`src/design/t8cpu_pkg.sv`:
```
// ----------------------------------------------------------------------------
// t8cpu_pkg
// Shared types and constants of the tiny 8-bit processor step block.
// ----------------------------------------------------------------------------
package t8cpu_pkg;

    localparam int NUM_REGS = 6;
    localparam logic [2:0] PORT_IDX = 3'd6;

    typedef enum logic [1:0] {
        CLS_IMM    = 2'b00,
        CLS_ALU    = 2'b01,
        CLS_COPY   = 2'b10,
        CLS_BRANCH = 2'b11
    } cls_t;

    typedef enum logic [2:0] {
        OP_OR   = 3'd0,
        OP_NAND = 3'd1,
        OP_NOR  = 3'd2,
        OP_AND  = 3'd3,
        OP_ADD  = 3'd4,
        OP_SUB  = 3'd5
    } alu_op_t;

    typedef enum logic [1:0] {
        COND_NEVER = 2'd0,
        COND_ZERO  = 2'd1,
        COND_NEG   = 2'd2,
        COND_NPOS  = 2'd3
    } cond_t;

    // What the arithmetic unit hands back to the execute stage.
    typedef struct packed {
        logic [7:0] value;
        logic       test;
    } alu_res_t;

endpackage

```
`src/design/t8cpu_alu.sv`:
```
// ----------------------------------------------------------------------------
// t8cpu_alu
// Compute unit and condition test of the processor step.
// ----------------------------------------------------------------------------
module t8cpu_alu (
    input  logic [7:0]          instr,
    input  logic [7:0]          op_a,
    input  logic [7:0]          op_b,
    input  logic [7:0]          cond_val,
    output t8cpu_pkg::alu_res_t res
);
    import t8cpu_pkg::*;

    logic [7:0] alu_value;
    logic       is_zero;
    logic       is_neg;
    logic       test_raw;

    always_comb
    begin
        case (alu_op_t'(instr[2:0]))
            OP_OR:   alu_value = op_a | op_b;
            OP_NAND: alu_value = ~(op_a & op_b);
            OP_NOR:  alu_value = ~(op_a | op_b);
            OP_AND:  alu_value = op_a & op_b;
            OP_ADD:  alu_value = op_a + op_b;
            OP_SUB:  alu_value = op_a - op_b;
            default: alu_value = 8'd0;
        endcase
    end

    assign is_zero = (cond_val == 8'd0);
    assign is_neg  = cond_val[7];

    always_comb
    begin
        case (cond_t'(instr[1:0]))
            COND_NEVER: test_raw = 1'b0;
            COND_ZERO:  test_raw = is_zero;
            COND_NEG:   test_raw = is_neg;
            default:    test_raw = is_zero | is_neg;
        endcase
    end

    // Bit 2 inverts the chosen test.
    assign res = {alu_value, test_raw ^ instr[2]};

endmodule

```
`src/design/t8cpu_exec.sv`:
```
// ----------------------------------------------------------------------------
// t8cpu_exec
// Architectural state and execution of one instruction.
// ----------------------------------------------------------------------------
module t8cpu_exec (
    input  logic       clk,
    input  logic       rst_n,
    input  logic       en,
    input  logic [7:0] instr,
    input  logic [7:0] port_in,
    output logic [7:0] next_pc,
    output logic [7:0] port_out
);
    import t8cpu_pkg::*;

    logic [7:0] regfile_reg  [NUM_REGS];
    logic [7:0] regfile_next [NUM_REGS];
    logic [7:0] out_port_reg;
    logic [7:0] out_port_next;
    logic [7:0] pc_reg;
    logic [7:0] pc_next;
    logic [7:0] src_val;
    logic [2:0] src_idx;
    logic [2:0] dst_idx;
    logic       taken;
    alu_res_t   alu_res;

    t8cpu_alu u_alu (
        .instr    (instr),
        .op_a     (regfile_reg[1]),
        .op_b     (regfile_reg[2]),
        .cond_val (regfile_reg[3]),
        .res      (alu_res)
    );

    assign src_idx = instr[5:3];
    assign dst_idx = instr[2:0];

    // Index six is the port; index seven reads as zero.
    always_comb
    begin
        if (src_idx < 3'(NUM_REGS))
            src_val = regfile_reg[src_idx];
        else if (src_idx == PORT_IDX)
            src_val = port_in;
        else
            src_val = 8'd0;
    end

    always_comb
    begin
        regfile_next  = regfile_reg;
        out_port_next = out_port_reg;
        taken         = 1'b0;
        unique case (cls_t'(instr[7:6]))
            CLS_IMM:
            begin
                regfile_next[0] = instr;
            end
            CLS_ALU:
            begin
                regfile_next[3] = alu_res.value;
            end
            CLS_COPY:
            begin
                if (dst_idx < 3'(NUM_REGS))
                    regfile_next[dst_idx] = src_val;
                else if (dst_idx == PORT_IDX)
                    out_port_next = src_val;
            end
            default:
            begin
                taken = alu_res.test;
            end
        endcase
        pc_next = taken ? regfile_reg[0] : pc_reg + 8'd1;
    end

    always_ff @(posedge clk or negedge rst_n)
    begin
        if (!rst_n)
        begin
            for (int i = 0; i < NUM_REGS; i++)
                regfile_reg[i] <= 8'd0;
            out_port_reg <= 8'd0;
            pc_reg       <= 8'd0;
        end
        else if (en)
        begin
            regfile_reg  <= regfile_next;
            out_port_reg <= out_port_next;
            pc_reg       <= pc_next;
        end
    end

    assign next_pc  = pc_next;
    assign port_out = out_port_next;

endmodule

```
`src/design/tiny_8bit_cpu_step_top.sv`:
```
// ----------------------------------------------------------------------------
// tiny_8bit_cpu_step_top
// Executes one 8-bit instruction per item and reports the new program
// counter and output port value.
//
//   channel | direction | tdata fields (low bit first)
//   s_axis  | in        | instr[7:0], port_in[15:8]
//   m_axis  | out       | next_pc[7:0], port_out[15:8]
//
// One instruction per clock sustained while the output is not stalled; an
// accepted item passes the input register, then the result register.
// The execute stage holds all state and updates it as each item advances,
// so consecutive instructions see each other's results without waiting.
// Reset clears the register file, output port, program counter and both
// valid flags. A stall on the output holds the result and lets at most one
// further item wait in the input register.
// ----------------------------------------------------------------------------
module tiny_8bit_cpu_step_top (
    input  logic        clk,
    input  logic        rst_n,
    input  logic        s_tvalid,
    output logic        s_tready,
    input  logic [15:0] s_tdata,   // instr[7:0], port_in[15:8]
    output logic        m_tvalid,
    input  logic        m_tready,
    output logic [15:0] m_tdata    // next_pc[7:0], port_out[15:8]
);
    import t8cpu_pkg::*;

    logic       in_vld_reg;
    logic [7:0] instr_reg;
    logic [7:0] port_in_reg;
    logic       out_vld_reg;
    logic [7:0] next_pc_reg;
    logic [7:0] port_out_reg;
    logic [7:0] next_pc;
    logic [7:0] port_out;
    logic       advance;

    assign advance  = in_vld_reg && (!out_vld_reg || m_tready);
    assign s_tready = !in_vld_reg || advance;

    always_ff @(posedge clk or negedge rst_n)
    begin
        if (!rst_n)
        begin
            in_vld_reg  <= 1'b0;
            out_vld_reg <= 1'b0;
        end
        else
        begin
            if (s_tready)
                in_vld_reg <= s_tvalid;
            if (advance)
                out_vld_reg <= 1'b1;
            else if (m_tready)
                out_vld_reg <= 1'b0;
        end
    end

    always_ff @(posedge clk)
    begin
        if (s_tvalid && s_tready)
        begin
            instr_reg   <= s_tdata[7:0];
            port_in_reg <= s_tdata[15:8];
        end
        if (advance)
        begin
            next_pc_reg  <= next_pc;
            port_out_reg <= port_out;
        end
    end

    t8cpu_exec u_exec (
        .clk      (clk),
        .rst_n    (rst_n),
        .en       (advance),
        .instr    (instr_reg),
        .port_in  (port_in_reg),
        .next_pc  (next_pc),
        .port_out (port_out)
    );

    assign m_tvalid = out_vld_reg;
    assign m_tdata  = {port_out_reg, next_pc_reg};

endmodule

```
`config.mk`:
```
export PLATFORM = sky130hd
export DESIGN_NAME = tiny_8bit_cpu_step_top
export DESIGN_NICKNAME = d
export VERILOG_FILES = /design/src/design/t8cpu_pkg.sv /design/src/design/t8cpu_alu.sv /design/src/design/t8cpu_exec.sv /design/src/design/tiny_8bit_cpu_step_top.sv
export SDC_FILE = /design/constraint.sdc
export NUM_CORES = 1
export LEC_CHECK = 0
export ABC_AREA = 1
export BUFFER_PORTS_ARGS = -buffer_cell sky130_fd_sc_hd__buf_2
export CAP_MARGIN = 20
export CORE_ASPECT_RATIO = 1.4
export CORE_MARGIN = 1
export CORE_UTILIZATION = 45
export CTS_CLUSTER_DIAMETER = 120
export DETAILED_ROUTE_END_ITERATION = 12
export PLACE_DENSITY = 0.61
export SETUP_SLACK_MARGIN = 0.15
export SLEW_MARGIN = 5
export SYNTH_ARGS = -nofsm -noshare
export SYNTH_HDL_FRONTEND = slang
export SYNTH_SLANG_ARGS = --single-unit
```
`constraint.sdc`:
```
create_clock -name clk -period 3.71 [get_ports clk]
set_clock_uncertainty 0.15 [all_clocks]
set_input_delay 0 -clock clk [delete_from_list [all_inputs] [get_ports clk]]
set_output_delay 0 -clock clk [all_outputs]
set_load 0.05 [all_outputs]
```
==> impl_metrics.tcl, run 1 <==
set metrics [dict create \
    status "completed" \
    worstMarginPinSlew_ns 0.900 \
    wire_per_inst_um 17.1 \
    num-fill-cells 1090 \
    grt_pass1_vias 4604 \
    path_class "flop to flop" \
    fp.dieH_um 131 \
    post_dp_cell_area_um2 5690 \
    drtPass1Iterations 5 \
    layout_commonest_cell "nand2_1" \
    power_switching_mw 1.77 \
    grt_overflow_total 0 \
    hold_path_class "input port to async pin" \
    r2r_start "instr_reg[0]" \
    vias 4647 \
    synth_area_um2 5380 \
    hold_violations 0 \
    insertion_delay_ns 0.35 \
    synth_nets 690 \
    clk_path_buf_depth 2 \
    whs_ns 0.0177 \
    cts_tree "yes" \
    internal_power_mw 2.67 \
    rows 46 \
    critPathTopFamily "simple AND/OR/NAND/NOR gates" \
    dpl_worst_slack_ns 0.935 \
    drv_cap 0 \
    yosys_warnings 0 \
    worst_r2r_path_depth 15 \
    grt_use_total_pct 25.3 \
    drive_gt1_share_pct 11.7 \
    ir_worst_vdd_uv 272 \
    multi_input_area_um2 2350 \
    p_leak_nw 2.98 \
    cts_setup_buffers 0 \
    drcViolationCount 0 \
    finalWeightedCongestion 0.951 \
    final_antenna_net_count 0 \
    max_freq_mhz 356 \
    min_period_over_period_pct 75.6 \
    ff2ff_setup_slack_ns 0.90 \
    ios 38 \
    antenna_cells 0 \
    switching_share_pct 39.8 \
    largest_register_ffs 48 \
    synth_cells 658 \
    rsz0062_at_grt "no" \
    power_frac_seq_pct 38.5 \
    pwr-share-clk_pct 24.6 \
    final_nets 747 \
    final_area_um2 6270 \
    core-area_um2 11500 \
    area_delta_synth_final_pct 16.5 \
    hpwl_um 10700 \
    crit_path_end "u_exec.regfile_reg[22]" \
    dieArea_um2 12400 \
    maxSlewHeadroom_pct 39.7 \
    die_x_um 94.4 \
    finalSetupViolCount 0 \
    antenna_found_initial 0 \
    mostFrequentLayoutCells "188 x nand2_1, 80 x inv_1, 74 x o21ai_0" \
    grt_pass1_wl_um 23500 \
    wirelength_um 14700 \
    start_kind "flop" \
    critPathSlowestCell "edfxtp_1" \
    drt-initial-drc-count 254 \
    critPathMaxFanout 8 \
    start_util_pct 46.7 \
    cts_buffers 9 \
    clock_sinks 98 \
    cts_htree_levels 3 \
    path_depth 15 \
    worst_path_largest_cell_delay_ns 0.52 \
    endpoint_kind "flop" \
    cp.arrival_ns 2.92 \
    crit_buf_inv 3 \
    seqCellArea_um2 2610 \
    required_ns 3.83 \
    grt_max_degree 43 \
    ys_types 43 \
    r2r_end "u_exec.regfile_reg[22]" \
    synth.avg_cell_area_um2 8.17 \
    setup_tns_ns 0 \
    cts_resized 0 \
    root_buffer "clkbuf_16" \
    startpoint "instr_reg[0]" \
    ctsHoldBuffers 21 \
    synth-seq-cells 98 \
    period_minus_slack_ns 2.81 \
    ys_seq_area_share_pct 48.6 \
    clk_pin_slew_ns 0.07 \
    slew_violations 0 \
    port_buffers 37 \
    fin_ws_ns 0.905 \
    avgViaCountPerCell 5.38 \
    cellPowerDensity_nw_per_um2 708 \
    power_frac_comb_pct 36.9 \
    path_cells "nand3_2 -> inv_1 -> or2_2 -> o21ai_0 -> inv_1 -> fa_1 -> inv_1 -> nand3_1 -> nand2_1 -> nand3_1 -> nand3b_1 -> nand3_1 -> nand2_1 -> nand2_1 -> a21boi_0" \
]
logic make-up (layout without fill, tap and decap cells):
kind of cell | after synthesis | count (layout) | share of synthesized area [%]
simple gates | 291 | 291 | 24.0
buf+inv | 102 | 164 | 7.65
xor+xnor | 10 | 10 | 1.63
mux | 5 | 5 | 1.05
flops | 98 | 98 | 48.6
compound gates | 140 | 140 | 14.2
fa+ha+maj | 12 | 12 | 2.93
metrics by stage:
stage / cells / total power, mW / utilization (%)
after global routing: 864 / 4.73 / 54.4
after CTS: 863 / 4.43 / 54.2
after detailed placement: 826 / 3.32 / 49.4
after floorplan: 658 / 2.85 / -
after global placement: 826 / 3.28 / 49.4
final: 864 / 4.44 / 54.4
worst register-to-register path, cell delays in order (launching register included):
cell	delay, ns
edfxtp_1	0.52
nand3_2	0.22
inv_1	0.08
or2_2	0.27
o21ai_0	0.14
inv_1	0.10
fa_1	0.40
inv_1	0.10
nand3_1	0.09
nand2_1	0.11
nand3_1	0.09
nand3b_1	0.10
nand3_1	0.07
nand2_1	0.07
nand2_1	0.05
a21boi_0	0.17
worst min-delay path by stage:
stage	to	slack [ns]	depth (start not counted)
final	u_exec.out_port_reg[1]	0.02	2
after global routing	u_exec.out_port_reg[1]	0.08	2
after CTS	instr_reg[4]	0.20	2
after detailed placement	instr_reg[4]	0.03	1
after global placement	port_in_reg[7]	0.03	1
after floorplan	in_vld_reg	-0.45	0
synth_stat cells, drive strengths merged:
master / number / area (um^2)
nor3: 7 / 45.0
o22ai: 2 / 12.5
clkbuf: 2 / 7.51
inv: 82 / 308
buf: 16 / 88.8
nand3b: 3 / 22.5
and2: 4 / 25.0
nor4: 1 / 6.26
mux2: 5 / 56.3
ha: 11 / 138
fa: 1 / 20.0
o211ai: 8 / 60.1
clkinv: 2 / 7.51
nand3: 41 / 240
or2: 2 / 12.5
nor2: 28 / 120
xnor2: 1 / 8.76
a31oi: 1 / 6.26
dfrtp: 66 / 1650
xor2: 9 / 78.8
a21boi: 2 / 15.0
o21ai: 77 / 397
a21oi: 41 / 205
nand2: 192 / 736
nand4: 11 / 68.8
and3: 1 / 6.26
o31ai: 1 / 7.51
o21a: 1 / 7.51
edfxtp: 32 / 961
nor3b: 1 / 7.51
a22oi: 7 / 52.6
layer usage:
metal  part of all wire, %  track usage, %  up-vias
li1                      -               -     2290
met1                    42            30.6     2179
met2                    50            41.9      138
met3                   4.0            5.56       40
met4                   4.4            12.0        0
met5                     0               0        -
power groups by stage:
stage / sequential [mW] / combinational, mW / clock (mW)
3_3_place_gp: 1.71 / 1.56 / 0
4_1_cts: 1.70 / 1.62 / 1.10
2_1_floorplan: 1.81 / 1.03 / 0
5_1_grt: 1.74 / 1.84 / 1.15
6_report: 1.71 / 1.64 / 1.09
3_5_place_dp: 1.72 / 1.59 / 0
layout make-up:
| cell class | instances | area share (%) |
|---|---|---|
| Tap cell | 144 | 2.88 |
| Sequential cell | 98 | 41.7 |
| Timing Repair Buffer | 64 | 7.35 |
| Clock inverter | 6 | 1.82 |
| Inverter | 84 | 5.03 |
| Clock buffer | 10 | 3.65 |
| Multi-Input combinational cell | 458 | 37.6 |
Power figures use the tool's default switching activity.
==> run 2: changes to the inputs <==
--- a/config.mk
+++ b/config.mk
@@ -5,7 +5,7 @@
 export SDC_FILE = /design/constraint.sdc
 export NUM_CORES = 1
 export LEC_CHECK = 0
-export ABC_AREA = 1
+export ABC_AREA = 0
 export BUFFER_PORTS_ARGS = -buffer_cell sky130_fd_sc_hd__buf_2
 export CAP_MARGIN = 20
 export CORE_ASPECT_RATIO = 1.4
@@ -13,7 +13,7 @@
 export CORE_UTILIZATION = 45
 export CTS_CLUSTER_DIAMETER = 120
 export DETAILED_ROUTE_END_ITERATION = 12
-export PLACE_DENSITY = 0.61
+export PLACE_DENSITY = 0.64
 export SETUP_SLACK_MARGIN = 0.15
 export SLEW_MARGIN = 5
 export SYNTH_ARGS = -nofsm -noshare
==> constraint.sdc (replaced) <==
create_clock -name clk -period 2.4 [get_ports clk]
set_clock_uncertainty 0.15 [all_clocks]
set_input_delay 0 -clock clk [delete_from_list [all_inputs] [get_ports clk]]
set_output_delay 0 -clock clk [all_outputs]
set_load 0.05 [all_outputs]
==> run 2 against run 1 <==
Worst hold slack gained 0.062 ns. Register-to-register slack lost 1.1 ns. Flip-flop and latch count is the same. Via count shrank 12%. Non-clock buffer count grew 58. Highest routed layer unchanged. Die area shrank 0.87%. The flow now finishes with violations (setup timing). Critical path depth shrank 3.
==> impl_metrics.tcl, run 2 <==
set metrics [dict create \
    hpwl_um 9640 \
    drt-initial-drc-count 267 \
    cellPowerDensity_nw_per_um2 898 \
    use_met2_pct 40.5 \
    use_met3_pct 2.66 \
    ys_top_cells_by_count "66 x dfrtp_1, 56 x mux2_2, 35 x nor2_1" \
    clk_pin_slew_ns 0.06 \
    ys.flop_type "dfrtp_1" \
    ios 38 \
    start_kind "flop" \
    finalNonFillerCells 725 \
    drcViolationCount 0 \
    vias 4099 \
    grt_pass1_wl_um 20800 \
    antenna_found_initial 0 \
    critPathMaxFanout 4 \
    drive_gt1_share_pct 38.7 \
    p_leak_nw 3.06 \
    insertion_delay_ns 0.35 \
    dp_cells 672 \
    layout_commonest_cell "dfrtp_1" \
    ff2ff_setup_slack_ns -0.20 \
    hold_violations 0 \
    violations "setup timing" \
    fin_ws_ns -0.198 \
    area_delta_synth_final_pct 28.0 \
    synth_edf_count 32 \
    grt_max_degree 42 \
    grt_use_total_pct 22.9 \
    port_buffers 37 \
    clock_sinks 98 \
    slew_violations 0 \
    fp.dieH_um 131 \
    post_dp_cell_area_um2 5980 \
    antenna_cells 0 \
    avgViaCountPerCell 5.65 \
    core-area_um2 11500 \
    max_freq_mhz 385 \
    rsz0062_at_grt "yes" \
    synth_most_common_cell "dfrtp_1" \
    synth_cells 464 \
    cp.arrival_ns 2.69 \
    r2r_start "instr_reg[2]" \
    grt_overflow_total 0 \
    maxSlewHeadroom_pct 51.9 \
    busiest_layer "met2" \
    synth.avg_cell_area_um2 11.5 \
    dieArea_um2 12300 \
    start_util_pct 46.5 \
    synth_area_um2 5330 \
    clk_path_buf_depth 2 \
    min_period_over_period_pct 108 \
    fin_util_pct 59.6 \
    gr-usage-met1_pct 26.3 \
    worst_r2r_path_depth 12 \
    endpoint_kind "flop" \
    synth_top_area_share_pct 31.0 \
    final_nets 608 \
    rows 46 \
    path_class "flop to flop" \
    cts_htree_levels 3 \
    root_buffer "clkbuf_16" \
    synth-seq-cells 98 \
    synth_nets 496 \
    whs_ns 0.0801 \
    synth.area.top_cells "dfrtp_1 31%, edfxtp_1 18%, mux2_2 12%" \
    drtPass1Iterations 5 \
    ys_types 59 \
    async_reset_ff_share_pct 67.3 \
    die_x_um 94.0 \
    period_minus_slack_ns 2.60 \
    final_area_um2 6830 \
    final_antenna_net_count 0 \
    yosys_warnings 0 \
    wire_per_inst_um 18.8 \
    finalWeightedCongestion 0.891 \
    hold_path_class "input port to async pin" \
    drv_cap 0 \
    r2r_end "u_exec.regfile_reg[21]" \
    largest_register_ffs 48 \
    wirelength_um 13700 \
    synth_area_leader_cell "dfrtp_1" \
    ir_worst_vdd_uv 419 \
    required_ns 2.50 \
    finalSetupViolCount 6 \
    ys_seq_area_share_pct 49.0 \
    status "finished, violations left" \
    worstMarginPinSlew_ns 0.722 \
    cts_tree "yes" \
    mostFrequentLayoutCells "65 x dfrtp_1, 55 x mux2_2, 55 x buf_4" \
    cts_buffers 9 \
    grt_pass1_vias 4046 \
]
-- run 2: cell count changes after synthesis, moves of 9 or more --
| cell | previous run | this run |
|---|---|---|
| a21oi_1 | 41 | 31 |
| and3_1 | 1 | 13 |
| inv_1 | 80 | 8 |
| mux2_2 | 5 | 56 |
| mux2i_1 | 0 | 13 |
| nand2_1 | 188 | 28 |
| nand3_1 | 34 | 7 |
| nand4_1 | 11 | 0 |
| nor2_1 | 24 | 35 |
| nor3_1 | 5 | 15 |
| o21ai_0 | 74 | 24 |
| xnor2_1 | 1 | 10 |
-- run 2: power breakdown --
group	leakage, nW	internal, mW	switching, mW
combinational	1.75	1.21	1.20
clock	0.135	0.707	0.621
sequential	1.17	2.07	0.318
-- run 2: kinds of logic (layout without fill, tap and decap cells) --
group	Yosys count	in the layout	share of synthesized area (%)
AND/OR/NAND/NOR	130	132	13.0
flip-flops	98	98	49.0
AO/OA/AOI/OAI	96	96	11.1
multiplexers	78	78	17.9
buffers and inverters	33	148	3.22
XOR/XNOR	17	17	2.79
adder cells (fa/ha/maj)	12	12	2.96
-- run 2: how the worst max path moves through the flow --
stage                                        end         start  cells after the start  slack (ns)
after floorplan           u_exec.regfile_reg[23]  instr_reg[1]                     12       -0.03
after global placement    u_exec.regfile_reg[21]  instr_reg[2]                     11       -0.06
after detailed placement  u_exec.regfile_reg[21]  instr_reg[2]                     11       -0.13
after CTS                 u_exec.regfile_reg[21]  instr_reg[1]                     12       -0.10
after global routing      u_exec.regfile_reg[21]  instr_reg[2]                     12       -0.37
final                     u_exec.regfile_reg[21]  instr_reg[2]                     12       -0.20
-- run 2: layout make-up --
cell class | instances | area, um^2
fillers | 929 | 4630
flip-flops and latches | 98 | 2610
clock buffers | 10 | 229
clock inverters | 6 | 40.0
inverters | 10 | 37.5
repair buffers | 122 | 941
multi-input cells | 335 | 2780
well taps | 144 | 180
-- run 2: what timing repair did --
action	in CTS	in global routing
pin swaps	13	13
hold buffers	20	0
gates cloned	0	2
endpoints found under the hold margin	43	0
endpoints found under the setup margin	7	29
gates resized for setup	13	36
buffers inserted	6	9
-- run 2: stage by stage --
stage	total power, mW	setup WS, ns	TNS, ns
2_1_floorplan	3.70	-0.0333	-0.0537
3_3_place_gp	4.32	-0.0583	-0.0811
3_5_place_dp	4.38	-0.128	-0.421
4_1_cts	5.84	-0.102	-0.229
5_1_grt	6.45	-0.373	-1.63
6_report	6.13	-0.198	-0.746
-- run 2: metal layers --
layer  vias up  routed length [um]
met1      1976                5220
met3        40                 585
met4         0                 614
met5         -                   0
met2       146                7230
li1       1937                   -
-- run 2: worst max-delay path, stage by stage, from the launching register on --
cell and delay (ns):
edfxtp_1 0.39, nor2b_2 0.21, nand2_2 0.11, nor2_1 0.11, a21o_1 0.12, inv_1 0.04, ha_1 0.28, nor2b_4 0.14
o31a_1 0.28, o21ai_1 0.15, nand2b_1 0.10, xnor2_2 0.15, o311ai_1 0.26
==> run 3: changes to the inputs <==
--- a/config.mk
+++ b/config.mk
@@ -11,11 +11,13 @@
 export CORE_ASPECT_RATIO = 1.4
 export CORE_MARGIN = 1
 export CORE_UTILIZATION = 45
+export CTS_BUF_LIST = sky130_fd_sc_hd__clkbuf_4
 export CTS_CLUSTER_DIAMETER = 120
 export DETAILED_ROUTE_END_ITERATION = 12
-export PLACE_DENSITY = 0.64
+export PLACE_DENSITY = 0.61
 export SETUP_SLACK_MARGIN = 0.15
 export SLEW_MARGIN = 5
 export SYNTH_ARGS = -nofsm -noshare
 export SYNTH_HDL_FRONTEND = slang
 export SYNTH_SLANG_ARGS = --single-unit
+export TNS_END_PERCENT = 30
==> constraint.sdc (replaced) <==
create_clock -name clk -period 3 [get_ports clk]
set_clock_uncertainty 0.15 [all_clocks]
set_input_delay 0 -clock clk [delete_from_list [all_inputs] [get_ports clk]]
set_output_delay 0 -clock clk [all_outputs]
set_load 0.05 [all_outputs]
==> run 3 against run 2 <==
The run now ends clean. Cell area down 9.7%. Die area unchanged. Routed wire length down 3.2%. Count of clock-buffer cells in the layout down 1. Worst setup slack better by 0.49 ns. Register-to-register slack better by 0.49 ns. Final cell count down 5.2%. Global-route usage up 0.18 points. Clock power down 41%. Combinational power down 39%. Via count down 3.9%. Largest power group is now sequential cells. Highest routed layer unchanged.
==> impl_metrics.tcl, run 3 (synthesized netlist as in run 2, its figures left out) <==
set metrics [dict create \
    period_minus_slack_ns 2.71 \
    num-fill-cells 1032 \
    grt_pass1_wl_um 20900 \
    internal_power_mw 2.60 \
    insertion_delay_ns 0.47 \
    clk_path_buf_depth 2 \
    wirelength_um 13200 \
    endpoint_kind "flop" \
    final_antenna_net_count 0 \
    worstMarginPinSlew_ns 0.858 \
    area_delta_synth_final_pct 15.6 \
    min_period_over_period_pct 90.2 \
    port_buffers 37 \
    drv_cap 0 \
    ios 38 \
    drtPass1Iterations 5 \
    drive_gt1_share_pct 29.0 \
    path_class "flop to flop" \
    hpwl_um 9440 \
    core-area_um2 11500 \
    vias 3940 \
    status "completed" \
    power_switching_mw 1.56 \
    critPathMaxFanout 11 \
    cts_htree_levels 3 \
    fp.dieH_um 131 \
    hold_violations 0 \
    drt-initial-drc-count 222 \
    finalWeightedCongestion 0.951 \
    setup_tns_ns 0 \
    grt_overflow_total 0 \
    cellPowerDensity_nw_per_um2 674 \
    rsz0062_at_grt "yes" \
    antenna_found_initial 1 \
    clk_pin_slew_ns 0.17 \
    whs_ns 0.0685 \
    cts_buffers 9 \
    ir_worst_vdd_uv 291 \
    critPathSlowestCell "edfxtp_1" \
    max_freq_mhz 370 \
    p_leak_nw 2.74 \
    root_buffer "clkbuf_4" \
    maxSlewHeadroom_pct 42.8 \
    wire_per_inst_um 19.2 \
    critPathTopFamily "compound AO/OA/AOI/OAI gates" \
    dieArea_um2 12300 \
    path_cells "buf_4 -> and3b_2 -> nor2_1 -> xnor2_1 -> ha_1 -> o21a_1 -> o31a_1 -> a211o_1 -> a21oi_1 -> a21oi_1 -> o21ai_1" \
    drcViolationCount 0 \
    start_kind "flop" \
    cp.arrival_ns 2.96 \
    cts_tree "yes" \
    rows 46 \
    grt_pass1_vias 3806 \
    hold_path_class "input port to flop" \
    grt_use_total_pct 23.1 \
    required_ns 3.26 \
    mostFrequentLayoutCells "66 x dfrtp_1, 56 x mux2_2, 37 x buf_2" \
    largest_register_ffs 48 \
    avgViaCountPerCell 5.74 \
    power_frac_seq_pct 46.0 \
    cp_common_cell "a21oi_1" \
    start_util_pct 46.5 \
    worst_path_largest_cell_delay_ns 0.43 \
    die_x_um 94.0 \
    crit_buf_inv 1 \
    slew_violations 0 \
    power_frac_comb_pct 35.2 \
    final_nets 569 \
    finalSetupViolCount 0 \
    grt_max_degree 29 \
    clock_sinks 98 \
    switching_share_pct 37.4 \
    pwr-share-clk_pct 18.9 \
    total_power_mw 4.16 \
    layout_commonest_cell "dfrtp_1" \
]
## run 3: cell type report
class,instances,area (um^2),share of cell area [%]
diodes,1,2.50,0.0406
clock buffers,9,67.6,1.10
clock inverters,7,92.6,1.50
inverters,10,37.5,0.609
multi-input cells,333,2560,41.5
flip-flops and latches,98,2610,42.4
well taps,144,180,2.92
repair buffers,85,611,9.91
## run 3: power by group through the flow
| stage | sequential, mW | clock [mW] | combinational, mW |
|---|---|---|---|
| 2_1_floorplan | 1.99 | 0 | 0.947 |
| 3_3_place_gp | 1.92 | 0 | 1.39 |
| 3_5_place_dp | 1.93 | 0 | 1.42 |
| 4_1_cts | 1.90 | 0.804 | 1.45 |
| 5_1_grt | 1.94 | 0.854 | 1.63 |
| 6_report | 1.91 | 0.784 | 1.46 |
## run 3: final timing paths
kind	cells after the start	endpoint	slack, ns	start
min in group asynchronous	4	u_exec.regfile_reg[23]	0.47	rst_n
setup reg to reg	11	u_exec.regfile_reg[19]	0.29	instr_reg[1]
setup / recovery	11	u_exec.regfile_reg[19]	0.29	instr_reg[1]
hold / removal	2	instr_reg[0]	0.07	s_tdata[0]
hold reg to reg	1	m_tvalid	0.37	in_vld_reg
max in group asynchronous	4	u_exec.regfile_reg[43]	1.95	rst_n
## run 3: layer usage
| metal | part of all wire, % | routed length (um) | track usage [%] | vias up |
|---|---|---|---|---|
| met2 | 51 | 6700 | 39.3 | 110 |
| li1 | - | - | - | 1854 |
| met5 | 0 | 0 | 0 | - |
| met1 | 42 | 5530 | 29.0 | 1947 |
| met4 | 3.7 | 493 | 11.0 | 0 |
| met3 | 3.7 | 495 | 3.13 | 29 |
## run 3: through the flow
step | cell area [um^2] | cells | util [%] | setup WS, ns
after floorplan | 5330 | 464 | - | 0.476
after global placement | 5750 | 647 | 50.2 | 0.355
after detailed placement | 5750 | 647 | 50.2 | 0.298
after CTS | 6140 | 685 | 53.6 | 0.238
after global routing | 6160 | 687 | 53.8 | 0.0802
final | 6160 | 687 | 53.8 | 0.295
## run 3: repair_timing
action / in CTS / in global routing
hold buffers: 22 / 0
endpoints found under the setup margin: 0 / 5
buffers inserted: 0 / 1
resized for setup: 0 / 4
endpoints found under the hold margin: 84 / 0
